[config.mk]
export PLATFORM = sky130hd
export DESIGN_NAME = oaht_front
export DESIGN_NICKNAME = d
export VERILOG_FILES = /design/src/hw/rtl/oaht_pkg.sv /design/src/hw/rtl/oaht_front.sv
export SDC_FILE = /design/constraint.sdc
export NUM_CORES = 1
export LEC_CHECK = 0
export BUFFER_PORTS_ARGS = -buffer_cell sky130_fd_sc_hd__buf_2
export CORE_UTILIZATION = 45
export CTS_BUF_LIST = sky130_fd_sc_hd__clkbuf_16
export DETAILED_ROUTE_END_ITERATION = 7
export PLACE_DENSITY = 0.72
export SLEW_MARGIN = 5
export SYNTH_ARGS = -nofsm -noshare
export SYNTH_HDL_FRONTEND = slang
export SYNTH_SLANG_ARGS = --single-unit
[constraint.sdc]
create_clock -name clk -period 13 [get_ports clk]
set_input_delay 1.95 -clock clk [delete_from_list [all_inputs] [get_ports clk]]
set_output_delay 1.95 -clock clk [all_outputs]
set_load 0.005 [all_outputs]
[src/hw/rtl/oaht_pkg.sv]
// ----------------------------------------------------------------------------
// oaht_pkg
// Shared types, constants and the home-slot hash for the open addressing table.
// ----------------------------------------------------------------------------
package oaht_pkg;

	localparam int CAPACITY = 256;
	localparam int SLOT_W   = $clog2(CAPACITY);
	localparam int CNT_W    = 9;
	localparam int KEY_W    = 32;
	localparam int VAL_W    = 32;

	// low byte of the 64-bit fnv-1a offset basis and of the prime
	localparam logic [7:0] FNV_BASIS_LO = 8'h25;
	localparam logic [7:0] FNV_PRIME_LO = 8'hb3;

	typedef enum logic [1:0] {
		CMD_PUT    = 2'd0,
		CMD_GET    = 2'd1,
		CMD_REMOVE = 2'd2,
		CMD_CLEAR  = 2'd3
	} cmd_t;

	typedef enum logic [1:0] {
		ST_OK   = 2'd0,
		ST_MISS = 2'd1,
		ST_FULL = 2'd2
	} status_t;

	typedef enum logic [1:0] {
		MARK_EMPTY = 2'd0,
		MARK_USED  = 2'd1,
		MARK_GONE  = 2'd2
	} mark_t;

	typedef enum logic {
		BK_IDLE,
		BK_LOOK
	} back_state_t;

	typedef struct packed {
		cmd_t             command;
		logic [KEY_W-1:0] lookup_key;
		logic [VAL_W-1:0] new_value;
	} req_t;

	typedef struct packed {
		status_t          status;
		logic [VAL_W-1:0] found_value;
		logic [CNT_W-1:0] entry_count;
	} rsp_t;

	// item handed from front to back, with its home slot
	typedef struct packed {
		req_t              req;
		logic [SLOT_W-1:0] home;
	} job_t;

	typedef struct packed {
		mark_t            mark;
		logic [KEY_W-1:0] key;
		logic [VAL_W-1:0] value;
	} entry_t;

	localparam int ENTRY_W = $bits(entry_t);

	// the low byte of a 64-bit fnv-1a hash depends only on low bytes,
	// so the walk runs on 8 bits: h = (h ^ b) * prime mod 256
	function automatic logic [SLOT_W-1:0] home_slot(input logic [KEY_W-1:0] key);
		logic [7:0]  h;
		logic [15:0] p;
		h = FNV_BASIS_LO;
		for (int i = 0; i < KEY_W / 8; i++) begin
			p = 16'(h ^ key[8*i +: 8]) * 16'(FNV_PRIME_LO);
			h = p[7:0];
		end
		return h[SLOT_W-1:0];
	endfunction

endpackage

[src/hw/rtl/oaht_front.sv]
// ----------------------------------------------------------------------------
// oaht_front
// Accepts command items, computes the home slot and queues them for the back.
// ----------------------------------------------------------------------------
module oaht_front (
	input  logic          clk,
	input  logic          arst_n,
	input  logic          req_valid,
	output logic          req_ready,
	input  oaht_pkg::req_t req,
	output logic          job_valid,
	input  logic          job_ready,
	output oaht_pkg::job_t job
);
	import oaht_pkg::*;

	job_t       fifo_q [2];
	logic       wr_ptr_q;
	logic       rd_ptr_q;
	logic [1:0] fill_q;
	logic       push;
	logic       pop;

	assign req_ready = (fill_q != 2'd2);
	assign job_valid = (fill_q != 2'd0);
	assign job       = fifo_q[rd_ptr_q];
	assign push      = req_valid && req_ready;
	assign pop       = job_valid && job_ready;

	// queue storage, hash taken on the way in
	always_ff @(posedge clk) begin
		if (push) begin
			fifo_q[wr_ptr_q] <= '{req: req, home: home_slot(req.lookup_key)};
		end
	end

	// queue pointers and fill level
	always_ff @(posedge clk or negedge arst_n) begin
		if (!arst_n) begin
			wr_ptr_q <= 1'b0;
			rd_ptr_q <= 1'b0;
			fill_q   <= 2'd0;
		end else begin
			if (push) wr_ptr_q <= ~wr_ptr_q;
			if (pop)  rd_ptr_q <= ~rd_ptr_q;
			fill_q <= fill_q + 2'(push) - 2'(pop);
		end
	end

	a_fill_bound: assert property (@(posedge clk) disable iff (!arst_n)
		fill_q <= 2'd2) else $error("front queue overfilled");
	a_push_full: assert property (@(posedge clk) disable iff (!arst_n)
		(fill_q == 2'd2) |-> !push) else $error("push into full queue");
	a_fill_step: assert property (@(posedge clk) disable iff (!arst_n)
		(push && !pop) |=> (fill_q == $past(fill_q) + 2'd1))
		else $error("fill level missed a push");

endmodule

## Yosys cells after proc, flatten, opt, wreduce, memory -nomap -nowiden

Memory sizes are Yosys's and may differ from the RTL's.
Cells that the tools add are included.

| word-level totals | value |
|---|---|
| register bits after elaboration | 4 |
| bits in latches | 0 |
| RAM bits | 148 |
| ROM bits | 0 |
| input bits | 70 |
| output and inout bits | 76 |
| word-level logic and storage cells | 22 |
| memories | 1 |

Memories:

| memory | words | width | read ports | clocked after Yosys merged registers in | write ports | RTL line | RTL |
|---|---|---|---|---|---|---|---|
| fifo_q | 2 | 74 | 1 | 0 | 1 | oaht_front.sv:17 | `job_t fifo_q [2];` |

| operators by class | value |
|---|---|
| add/sub/neg operators | 2 |
| multiply operators | 4 |
| divide/modulo/power cells | 0 |
| order comparisons | 0 |
| equal/unequal tests | 1 |
| shift-type cells | 0 |
| muxes and demuxes | 2 |
| bitwise operators | 6 |
| reductions and logical operators | 3 |

Operators by type and width:

| kind | number |
|---|---|
| $mul 8x8->8 const B | 4 |
| $xor 8x8->8 | 3 |
| $not 3->3 | 1 |
| $add 2x1->2 | 1 |
| $logic_and 1x1->1 | 2 |
| $mux 1 | 2 |
| $ne 2x2->1 const B | 1 |
| $not 1->1 | 2 |
| $reduce_bool 2->1 | 1 |
| $sub 2x1->2 | 1 |

## Depth between registers and ports, before layout

Gate-level depths: netlist (run 1).

| depth | value |
|---|---|
| word-level depth | 8 |
| depth in mapped cells | 31 |
| mapped depth without buffers | 31 |

## Worst setup path after synthesis (run 1)

OpenSTA, ideal clock, no wires.

| timing path | value |
|---|---|
| path kind | input to register |
| start point | input port req[34] (netlist name) |
| end point | memory fifo_q[0][7] (netlist name), data pin |
| setup time | 0.271 ns |
| arrival time | 10.646 ns |
| required time | 12.729 ns |
| path slack | 2.083 ns |
| stages | 29 |
| path buffers | 0 |
| cell sequence | inv_1 -> ha_1 -> inv_1 -> fa_1 -> inv_1 -> fa_1 -> ha_1 -> xor2_1 -> xnor2_1 -> ha_1 -> fa_1 -> fa_1 -> ha_1 -> xor2_1 -> xnor2_1 -> ha_1 -> fa_1 -> fa_1 -> ha_1 -> xor2_1 -> ha_1 -> fa_1 -> fa_1 -> xnor2_1 -> xnor2_1 -> xnor2_1 -> xnor3_1 -> xnor2_1 -> xnor3_1 |

| between the ends | value |
|---|---|
| word-level cells in the longest chain between the ends | 8 |

RTL lines:

| what | RTL line | RTL |
|---|---|---|
| start, declared | oaht_front.sv:10 | `input oaht_pkg::req_t req,` |
| $not 3->3 (no line) | - |  |
| $mul 8x8->8 | oaht_pkg.sv:74 | `p = 16'(h ^ key[8*i +: 8]) * 16'(FNV_PRIME_LO);` |
| $xor 8x8->8 | oaht_pkg.sv:74 |  |
| $mul 8x8->8 | oaht_pkg.sv:74 |  |
| $xor 8x8->8 | oaht_pkg.sv:74 |  |
| $mul 8x8->8 | oaht_pkg.sv:74 |  |
| $xor 8x8->8 | oaht_pkg.sv:74 |  |
| $mul 8x8->8 | oaht_pkg.sv:74 |  |
| end, declared | oaht_front.sv:17 |  |

No other way between the ends.

## Worst setup path after layout (run 1)

| timing path | value |
|---|---|
| start point | input port req[34] (netlist name) |
| end point | memory fifo_q[1][7] (netlist name), data pin |

The elaborated chain is that of the path after synthesis.

==> run_summary.xml, run 1 <==
<?xml version="1.0" encoding="UTF-8"?>
<metrics>
  <group name="grt">
    <metric name="grt_overflow_total" unit="">0</metric>
    <metric name="grt_usage" unit="">0.166</metric>
    <metric name="first_global_vias" unit="">4225</metric>
    <metric name="grt_first_pass_wirelength" unit="mm">20.8</metric>
    <metric name="largest_net_degree_at_the_start_of_global_routing" unit="">76</metric>
    <metric name="grt_antenna_before_repair" unit="">1</metric>
  </group>
  <group name="synthesis">
    <metric name="number_of_standard_cells_after_synthesis" unit="">420</metric>
    <metric name="synth.top_cells.by_area" unit="">edfxtp_1 (60%), mux2_2 (11%), ha_1 (11%)</metric>
    <metric name="mappedNetlistArea" unit="µm²">7400</metric>
    <metric name="yosys-top-cells-count" unit="">edfxtp_1 (148), mux2_2 (74), ha_1 (63)</metric>
    <metric name="avgSynthCellArea" unit="µm²">17.6</metric>
    <metric name="postSynthRegisterBits" unit="">152</metric>
    <metric name="ys_warn_count" unit="">0</metric>
    <metric name="yosysUniqueCellTypes" unit="">25</metric>
    <metric name="synth-edff-count" unit="">148</metric>
    <metric name="netlist.top_cell.by_area" unit="">edfxtp_1</metric>
    <metric name="postSynthNetCount" unit="">569</metric>
    <metric name="synth.most_common_cell" unit="">edfxtp_1</metric>
    <metric name="ys_seq_area_frac" unit="">0.614</metric>
    <metric name="asyncSetResetFlopFracSynth" unit="">0.0263</metric>
    <metric name="synth_top_area_frac" unit="">0.600</metric>
    <metric name="synthFlopType" unit="">edfxtp_1</metric>
  </group>
  <group name="finish">
    <metric name="antennaDiodeCount" unit="">0</metric>
    <metric name="area_delta_synth_final" unit="%">22.3</metric>
    <metric name="num-fill-cells" unit="">1325</metric>
    <metric name="multi_input_area" unit="µm²">2780</metric>
    <metric name="drive_gt1_frac" unit="">0.441</metric>
    <metric name="finalNetCount" unit="">726</metric>
    <metric name="fin_area" unit="µm²">9050</metric>
    <metric name="final-seq-area" unit="µm²">4550</metric>
  </group>
  <group name="timing">
    <metric name="timing.final.crit_share" unit="">0.850</metric>
    <metric name="report.final.slew_viol_count" unit="">0</metric>
    <metric name="worst-slew-pin-transition" unit="ps">1050</metric>
    <metric name="post-route-min-period" unit="ps">11050</metric>
    <metric name="finalHoldWorstSlack" unit="ps">536</metric>
    <metric name="fmax" unit="MHz">90.5</metric>
    <metric name="tns" unit="ps">0</metric>
    <metric name="grt_setup_unrepaired" unit="">no</metric>
    <metric name="skew" unit="ps">6.76</metric>
    <metric name="maxSlewHeadroom" unit="">0.303</metric>
    <metric name="final_hold_viol_count" unit="">0</metric>
    <metric name="finalSetupViolations" unit="">0</metric>
    <metric name="postLayoutSetupSlackWorst" unit="ps">1950</metric>
  </group>
  <group name="drt">
    <metric name="routed_wl" unit="mm">13.4</metric>
    <metric name="remaining_drc_errors" unit="">0</metric>
    <metric name="detailedRoute.firstPassIterationCount" unit="">4</metric>
    <metric name="route.detailed.vias_per_inst" unit="">4.91</metric>
    <metric name="ant_nets" unit="">0</metric>
    <metric name="routed_wire_length_per_instance" unit="µm">16.6</metric>
    <metric name="via_count" unit="">3954</metric>
    <metric name="dr_iter_0_viols" unit="">131</metric>
  </group>
  <group name="setup_path">
    <metric name="r2r_setup_slack" unit="ps">10580</metric>
    <metric name="critical_path.most_common_cell" unit="">fa_1</metric>
    <metric name="startpoint_kind_of_the_worst_setup_timing_path" unit="">primary input</metric>
    <metric name="end_kind" unit="">register</metric>
    <metric name="cp_max_fo" unit="">4</metric>
    <metric name="timing.rr.start" unit="">fill_q[1]</metric>
    <metric name="worst_ep_required_time" unit="ps">13150</metric>
    <metric name="r2r-end" unit="">fifo_q[0][73]</metric>
    <metric name="worst-setup-path-type" unit="">in2reg</metric>
    <metric name="slowest_stage" unit="">fa_1</metric>
    <metric name="ff2ff_path_depth" unit="">4</metric>
    <metric name="slowest_cell_delay_on_critical_path" unit="ps">530</metric>
    <metric name="worst_ep_arrival_time" unit="ps">11200</metric>
  </group>
  <group name="clock_tree">
    <metric name="clock_path_buffers" unit="">2</metric>
    <metric name="ctsHtreeMaxLevel" unit="">4</metric>
    <metric name="cts_resized" unit="">0</metric>
    <metric name="tritoncts.num_buffers" unit="">17</metric>
    <metric name="clock-root-buffer" unit="">clkbuf_16</metric>
    <metric name="postCtsHoldBufs" unit="">0</metric>
    <metric name="cts_post_setup_buffers_inserted" unit="">0</metric>
    <metric name="tritoncts" unit="">built</metric>
    <metric name="clkTransAtPathRegs" unit="ps">60</metric>
    <metric name="clkSinkCount" unit="">152</metric>
    <metric name="worst_skew_pair.late_latency" unit="ps">420</metric>
  </group>
  <group name="floorplan">
    <metric name="die_h" unit="µm">130</metric>
    <metric name="floorplan.initialDensity" unit="">0.463</metric>
    <metric name="die_area" unit="µm²">17000</metric>
    <metric name="die_width" unit="µm">130</metric>
    <metric name="rows" unit="">46</metric>
    <metric name="io_pins" unit="">146</metric>
    <metric name="coreArea" unit="µm²">16000</metric>
  </group>
  <group name="worst_hold_path">
    <metric name="hold-path-endpoint" unit="">fill_q[0]</metric>
    <metric name="hold-path-cell-count" unit="">1</metric>
    <metric name="min-delay-path-class" unit="">reg2reg</metric>
    <metric name="min_from" unit="">fill_q[0]</metric>
  </group>
  <group name="placed_design">
    <metric name="placed_area" unit="µm²">8390</metric>
    <metric name="hpwl_after_dpl" unit="mm">9.48</metric>
    <metric name="place.gp.congestion" unit="">0.789</metric>
    <metric name="detailedPlace.worstSlack" unit="ps">1460</metric>
    <metric name="portBuffers" unit="">145</metric>
  </group>
  <group name="outcome">
    <metric name="run_status" unit="">complete, no violations</metric>
  </group>
  <group name="job">
    <metric name="drv.max_cap_violation_count" unit="">0</metric>
  </group>
</metrics>
## final cells by class
cell class / count / area share
Clock inverter: 15 / 0.0260
Inverter: 16 / 0.00663
Multi-Input combinational cell: 244 / 0.307
Timing Repair Buffer: 146 / 0.0810
Clock buffer: 17 / 0.0470
Tap cell: 216 / 0.0299
Sequential cell: 152 / 0.502
## cells by family (layout without fill, tap and decap cells)
logic type / Yosys count / in the layout / synth area share
adders and majority gates: 79 / 79 / 0.150
and+or+nand+nor: 10 / 10 / 0.00710
DFF: 152 / 152 / 0.614
AOI/OAI and AO/OA: 13 / 13 / 0.0108
xor gates and xnor gates: 67 / 67 / 0.0924
muxes: 75 / 75 / 0.114
buffers and inverters: 24 / 194 / 0.0122
## registers in the layout, summed over array words and instances, names as in the netlist
name	flops
fifo_q	148
fill_q	2
rd_ptr_q	1
wr_ptr_q	1
## placed cells by master (no fill, tap or decap), drive strengths merged, types with 2 or more instances in the layout
cell type / synthesis / routed
nand2: 2 / 2
edfxtp: 148 / 148
mux2: 74 / 74
inv: 16 / 23
xnor2: 39 / 39
dfrtp: 4 / 4
xor2: 24 / 24
clkbuf: 8 / 17
fa: 16 / 16
a21o: 6 / 6
a21oi: 7 / 7
xnor3: 3 / 3
clkinv: 0 / 2
ha: 63 / 63
buf: 0 / 146
bufinv: 0 / 5
## how the worst max path moves through the flow
stage	startpoint	end	depth (start not counted)
5_1_grt	req[34]	fifo_q[1][7]	30
2_1_floorplan	req[34]	fifo_q[0][7]	29
3_5_place_dp	req[34]	fifo_q[1][7]	30
4_1_cts	req[34]	fifo_q[1][7]	30
3_3_place_gp	req[34]	fifo_q[0][7]	30
6_report	req[34]	fifo_q[1][7]	30
## worst max-delay path: cells and delay by family
kind       cells  cell delay [ps]
buf+inv        4              300
xor+xnor      11             2790
fa+ha+maj     15             6110
## metal layers
layer / vias up / track usage / share of wire
met5: - / 0 / 0.00097
met1: 1949 / 0.199 / 0.43
met4: 2 / 0.0451 / 0.0061
met2: 110 / 0.284 / 0.50
met3: 12 / 0.0590 / 0.063
li1: 1881 / - / -
## per-stage QoR
step / utilization / cells
after floorplan: - / 420
after global placement: 0.525 / 774
after detailed placement: 0.525 / 774
after CTS: 0.566 / 806
after global routing: 0.566 / 806
final: 0.566 / 806
Power of run 1 is left out: the tool's default activity adds up to more than one toggle a clock period on the data nets, which glitch-free logic cannot reach.
==> run 2: changes to the inputs <==
--- a/config.mk
+++ b/config.mk
@@ -5,11 +5,13 @@
 export SDC_FILE = /design/constraint.sdc
 export NUM_CORES = 1
 export LEC_CHECK = 0
+export ABC_AREA = 1
 export BUFFER_PORTS_ARGS = -buffer_cell sky130_fd_sc_hd__buf_2
-export CORE_UTILIZATION = 45
+export CORE_MARGIN = 2
+export CORE_UTILIZATION = 40
 export CTS_BUF_LIST = sky130_fd_sc_hd__clkbuf_16
 export DETAILED_ROUTE_END_ITERATION = 7
-export PLACE_DENSITY = 0.72
+export PLACE_DENSITY = 0.66
 export SLEW_MARGIN = 5
 export SYNTH_ARGS = -nofsm -noshare
 export SYNTH_HDL_FRONTEND = slang
==> run 2 against run 1 <==
  * Critical path type unchanged
  * Highest routed layer is now met4
  * Final cell count grew 47%
  * Global-route usage is 0.21 points higher
  * Register-to-register slack got worse by 170 ps
  * Area after synthesis is 6.1% higher
  * Via count grew 36%
==> run_summary.xml, run 2 <==
<?xml version="1.0" encoding="UTF-8"?>
<metrics>
  <group name="grt">
    <metric name="grt_usage" unit="">0.168</metric>
    <metric name="grt_antenna_before_repair" unit="">0</metric>
    <metric name="first_global_vias" unit="">5319</metric>
    <metric name="grt_first_pass_wirelength" unit="mm">26.3</metric>
    <metric name="grt_overflow_total" unit="">0</metric>
    <metric name="largest_net_degree_at_the_start_of_global_routing" unit="">75</metric>
  </group>
  <group name="floorplan">
    <metric name="die_width" unit="µm">144</metric>
    <metric name="io_pins" unit="">146</metric>
    <metric name="die_area" unit="µm²">20800</metric>
    <metric name="rows" unit="">51</metric>
    <metric name="coreArea" unit="µm²">19400</metric>
    <metric name="die_h" unit="µm">144</metric>
    <metric name="floorplan.initialDensity" unit="">0.405</metric>
  </group>
  <group name="synthesis">
    <metric name="ys_seq_area_frac" unit="">0.578</metric>
    <metric name="synth.most_common_cell" unit="">nand2_1</metric>
    <metric name="postSynthRegisterBits" unit="">152</metric>
    <metric name="number_of_standard_cells_after_synthesis" unit="">751</metric>
    <metric name="synthFlopType" unit="">edfxtp_1</metric>
    <metric name="asyncSetResetFlopFracSynth" unit="">0.0263</metric>
    <metric name="netlist.top_cell.by_area" unit="">edfxtp_1</metric>
    <metric name="postSynthNetCount" unit="">900</metric>
    <metric name="ys_warn_count" unit="">0</metric>
    <metric name="yosysUniqueCellTypes" unit="">21</metric>
    <metric name="yosys-top-cells-count" unit="">nand2_1 (342), edfxtp_1 (148), inv_1 (67)</metric>
    <metric name="avgSynthCellArea" unit="µm²">10.5</metric>
    <metric name="mappedNetlistArea" unit="µm²">7860</metric>
    <metric name="synth_top_area_frac" unit="">0.566</metric>
    <metric name="synth.top_cells.by_area" unit="">edfxtp_1 (57%), nand2_1 (16%), ha_1 (10%)</metric>
    <metric name="synth-edff-count" unit="">148</metric>
  </group>
  <group name="clock_tree">
    <metric name="clkSinkCount" unit="">152</metric>
    <metric name="clkTransAtPathRegs" unit="ps">60</metric>
    <metric name="clock_path_buffers" unit="">2</metric>
    <metric name="clock-root-buffer" unit="">clkbuf_16</metric>
    <metric name="postCtsHoldBufs" unit="">0</metric>
    <metric name="cts_resized" unit="">0</metric>
    <metric name="worst_skew_pair.late_latency" unit="ps">420</metric>
    <metric name="cts_post_setup_buffers_inserted" unit="">0</metric>
    <metric name="tritoncts.num_buffers" unit="">17</metric>
    <metric name="ctsHtreeMaxLevel" unit="">4</metric>
    <metric name="tritoncts" unit="">built</metric>
  </group>
  <group name="setup_path">
    <metric name="worst_ep_required_time" unit="ps">13170</metric>
    <metric name="ff2ff_path_depth" unit="">4</metric>
    <metric name="critical_path_depth" unit="">44</metric>
    <metric name="worst_ep_arrival_time" unit="ps">11000</metric>
    <metric name="timing.critical_path.buf_inv" unit="">9</metric>
    <metric name="path_delay_family" unit="">adder cells</metric>
    <metric name="end_kind" unit="">register</metric>
    <metric name="cp_max_fo" unit="">4</metric>
    <metric name="slowest_stage" unit="">fa_1</metric>
    <metric name="slowest_cell_delay_on_critical_path" unit="ps">530</metric>
    <metric name="startpoint_kind_of_the_worst_setup_timing_path" unit="">primary input</metric>
    <metric name="critical_path.most_common_cell" unit="">nand2_1</metric>
    <metric name="worst-setup-path-type" unit="">in2reg</metric>
  </group>
  <group name="finish">
    <metric name="finalNetCount" unit="">1053</metric>
    <metric name="final_cell_mix" unit="">nand2_1 (342), edfxtp_1 (148), buf_2 (145)</metric>
    <metric name="largest_registers_ranked_by_flip_flop_count" unit="">fifo_q: 148 flops, fill_q: 2 flops</metric>
    <metric name="drive_gt1_frac" unit="">0.216</metric>
    <metric name="area_delta_synth_final" unit="%">20.9</metric>
    <metric name="num-fill-cells" unit="">1808</metric>
    <metric name="largest_reg_by_ff_count" unit="">fifo_q</metric>
    <metric name="layout_commonest_cell" unit="">nand2_1</metric>
    <metric name="antennaDiodeCount" unit="">0</metric>
    <metric name="largest_reg_flops" unit="">148</metric>
  </group>
  <group name="timing">
    <metric name="timing.final.crit_share" unit="">0.833</metric>
    <metric name="skew" unit="ps">6.48</metric>
    <metric name="post-route-min-period" unit="ps">10830</metric>
    <metric name="finalSetupViolations" unit="">0</metric>
    <metric name="grt_setup_unrepaired" unit="">no</metric>
    <metric name="fmax" unit="MHz">92.3</metric>
    <metric name="worst-slew-pin-transition" unit="ps">1120</metric>
    <metric name="report.final.slew_viol_count" unit="">0</metric>
    <metric name="tns" unit="ps">0</metric>
    <metric name="maxSlewHeadroom" unit="">0.250</metric>
    <metric name="final_hold_viol_count" unit="">0</metric>
  </group>
  <group name="worst_hold_path">
    <metric name="hold-path-cell-count" unit="">1</metric>
    <metric name="min-delay-path-class" unit="">reg2reg</metric>
  </group>
  <group name="placed_design">
    <metric name="hpwl_after_dpl" unit="mm">11.7</metric>
    <metric name="place.gp.congestion" unit="">0.823</metric>
    <metric name="portBuffers" unit="">145</metric>
  </group>
  <group name="drt">
    <metric name="routed_wl" unit="mm">16.5</metric>
    <metric name="routed_wire_length_per_instance" unit="µm">14.0</metric>
    <metric name="dr_iter_0_viols" unit="">228</metric>
    <metric name="remaining_drc_errors" unit="">0</metric>
    <metric name="ant_nets" unit="">0</metric>
    <metric name="via_count" unit="">5391</metric>
    <metric name="route.detailed.vias_per_inst" unit="">4.56</metric>
    <metric name="detailedRoute.firstPassIterationCount" unit="">4</metric>
  </group>
  <group name="outcome">
    <metric name="run_status" unit="">complete, no violations</metric>
  </group>
  <group name="job">
    <metric name="drv.max_cap_violation_count" unit="">0</metric>
  </group>
</metrics>
==> run 2: changes by cell type after synthesis, sizes merged, moves of 7 or more <==
cell / delta
clkbuf: +7
mux2: -74
xor2: -10
nand2: +349
xnor2: -28
nand3: +35
inv: +53
==> run 2: through the flow <==
| stage | hold slack, ps | worst slack, ps | instance area, µm² | util | cells |
|---|---|---|---|---|---|
| floorplan | 485 | 2280 | 7860 | - | 751 |
| global placement | 519 | 1850 | 8910 | 0.459 | 1150 |
| detailed placement | 532 | 1690 | 8910 | 0.459 | 1150 |
| CTS | 546 | 2120 | 9500 | 0.490 | 1182 |
| global route | 582 | 1440 | 9500 | 0.490 | 1182 |
| finish | 541 | 2170 | 9500 | 0.490 | 1182 |
==> run 2: worst reg2reg max path, stage by stage, from the launching register on <==
cell and delay (ps):
dfrtp_1 400, nand2_1 130, nand2_1 160, nor2_4 880, buf_4 610
==> run 2: area by class of cell <==
class / count / area, µm² / share of cell area
clock buffer: 17 / 425 / 0.0448
clock inverter: 15 / 169 / 0.0178
inverter: 69 / 259 / 0.0273
multi-input combinational: 514 / 3010 / 0.317
sequential: 152 / 4550 / 0.478
tap: 265 / 332 / 0.0349
timing repair buffer: 150 / 763 / 0.0803
==> run 2: logic make-up (layout without fill, tap and decap cells) <==
group	count (synthesis)	after routing	synth area share
and+or+nand+nor	400	400	0.205
AOI/OAI and AO/OA	10	10	0.00669
xor gates and xnor gates	25	25	0.0279
adders and majority gates	79	79	0.141
DFF	152	152	0.578
buffers and inverters	85	251	0.0406
==> run 2: metal layers <==
layer	wire (µm)	up-vias	GRT usage
met1	7530	2479	0.210
li1	-	2771	-
met5	0	-	0
met4	279	0	0.0644
met2	8080	122	0.293
met3	640	19	0.0295
==> run 2: worst paths after layout <==
kind | endpoint | slack [ps] | startpoint
min | fill_q[0] | 540 | fill_q[0]
max reg2reg | fifo_q[0][45] | 10410 | fill_q[1]
max in group asynchronous | rd_ptr_q | 11540 | arst_n
min in group asynchronous | fill_q[1] | 1330 | arst_n
min reg2reg | fill_q[0] | 540 | fill_q[0]
max | fifo_q[0][7] | 2170 | req[34]
Power of run 2 is left out for the same reason.
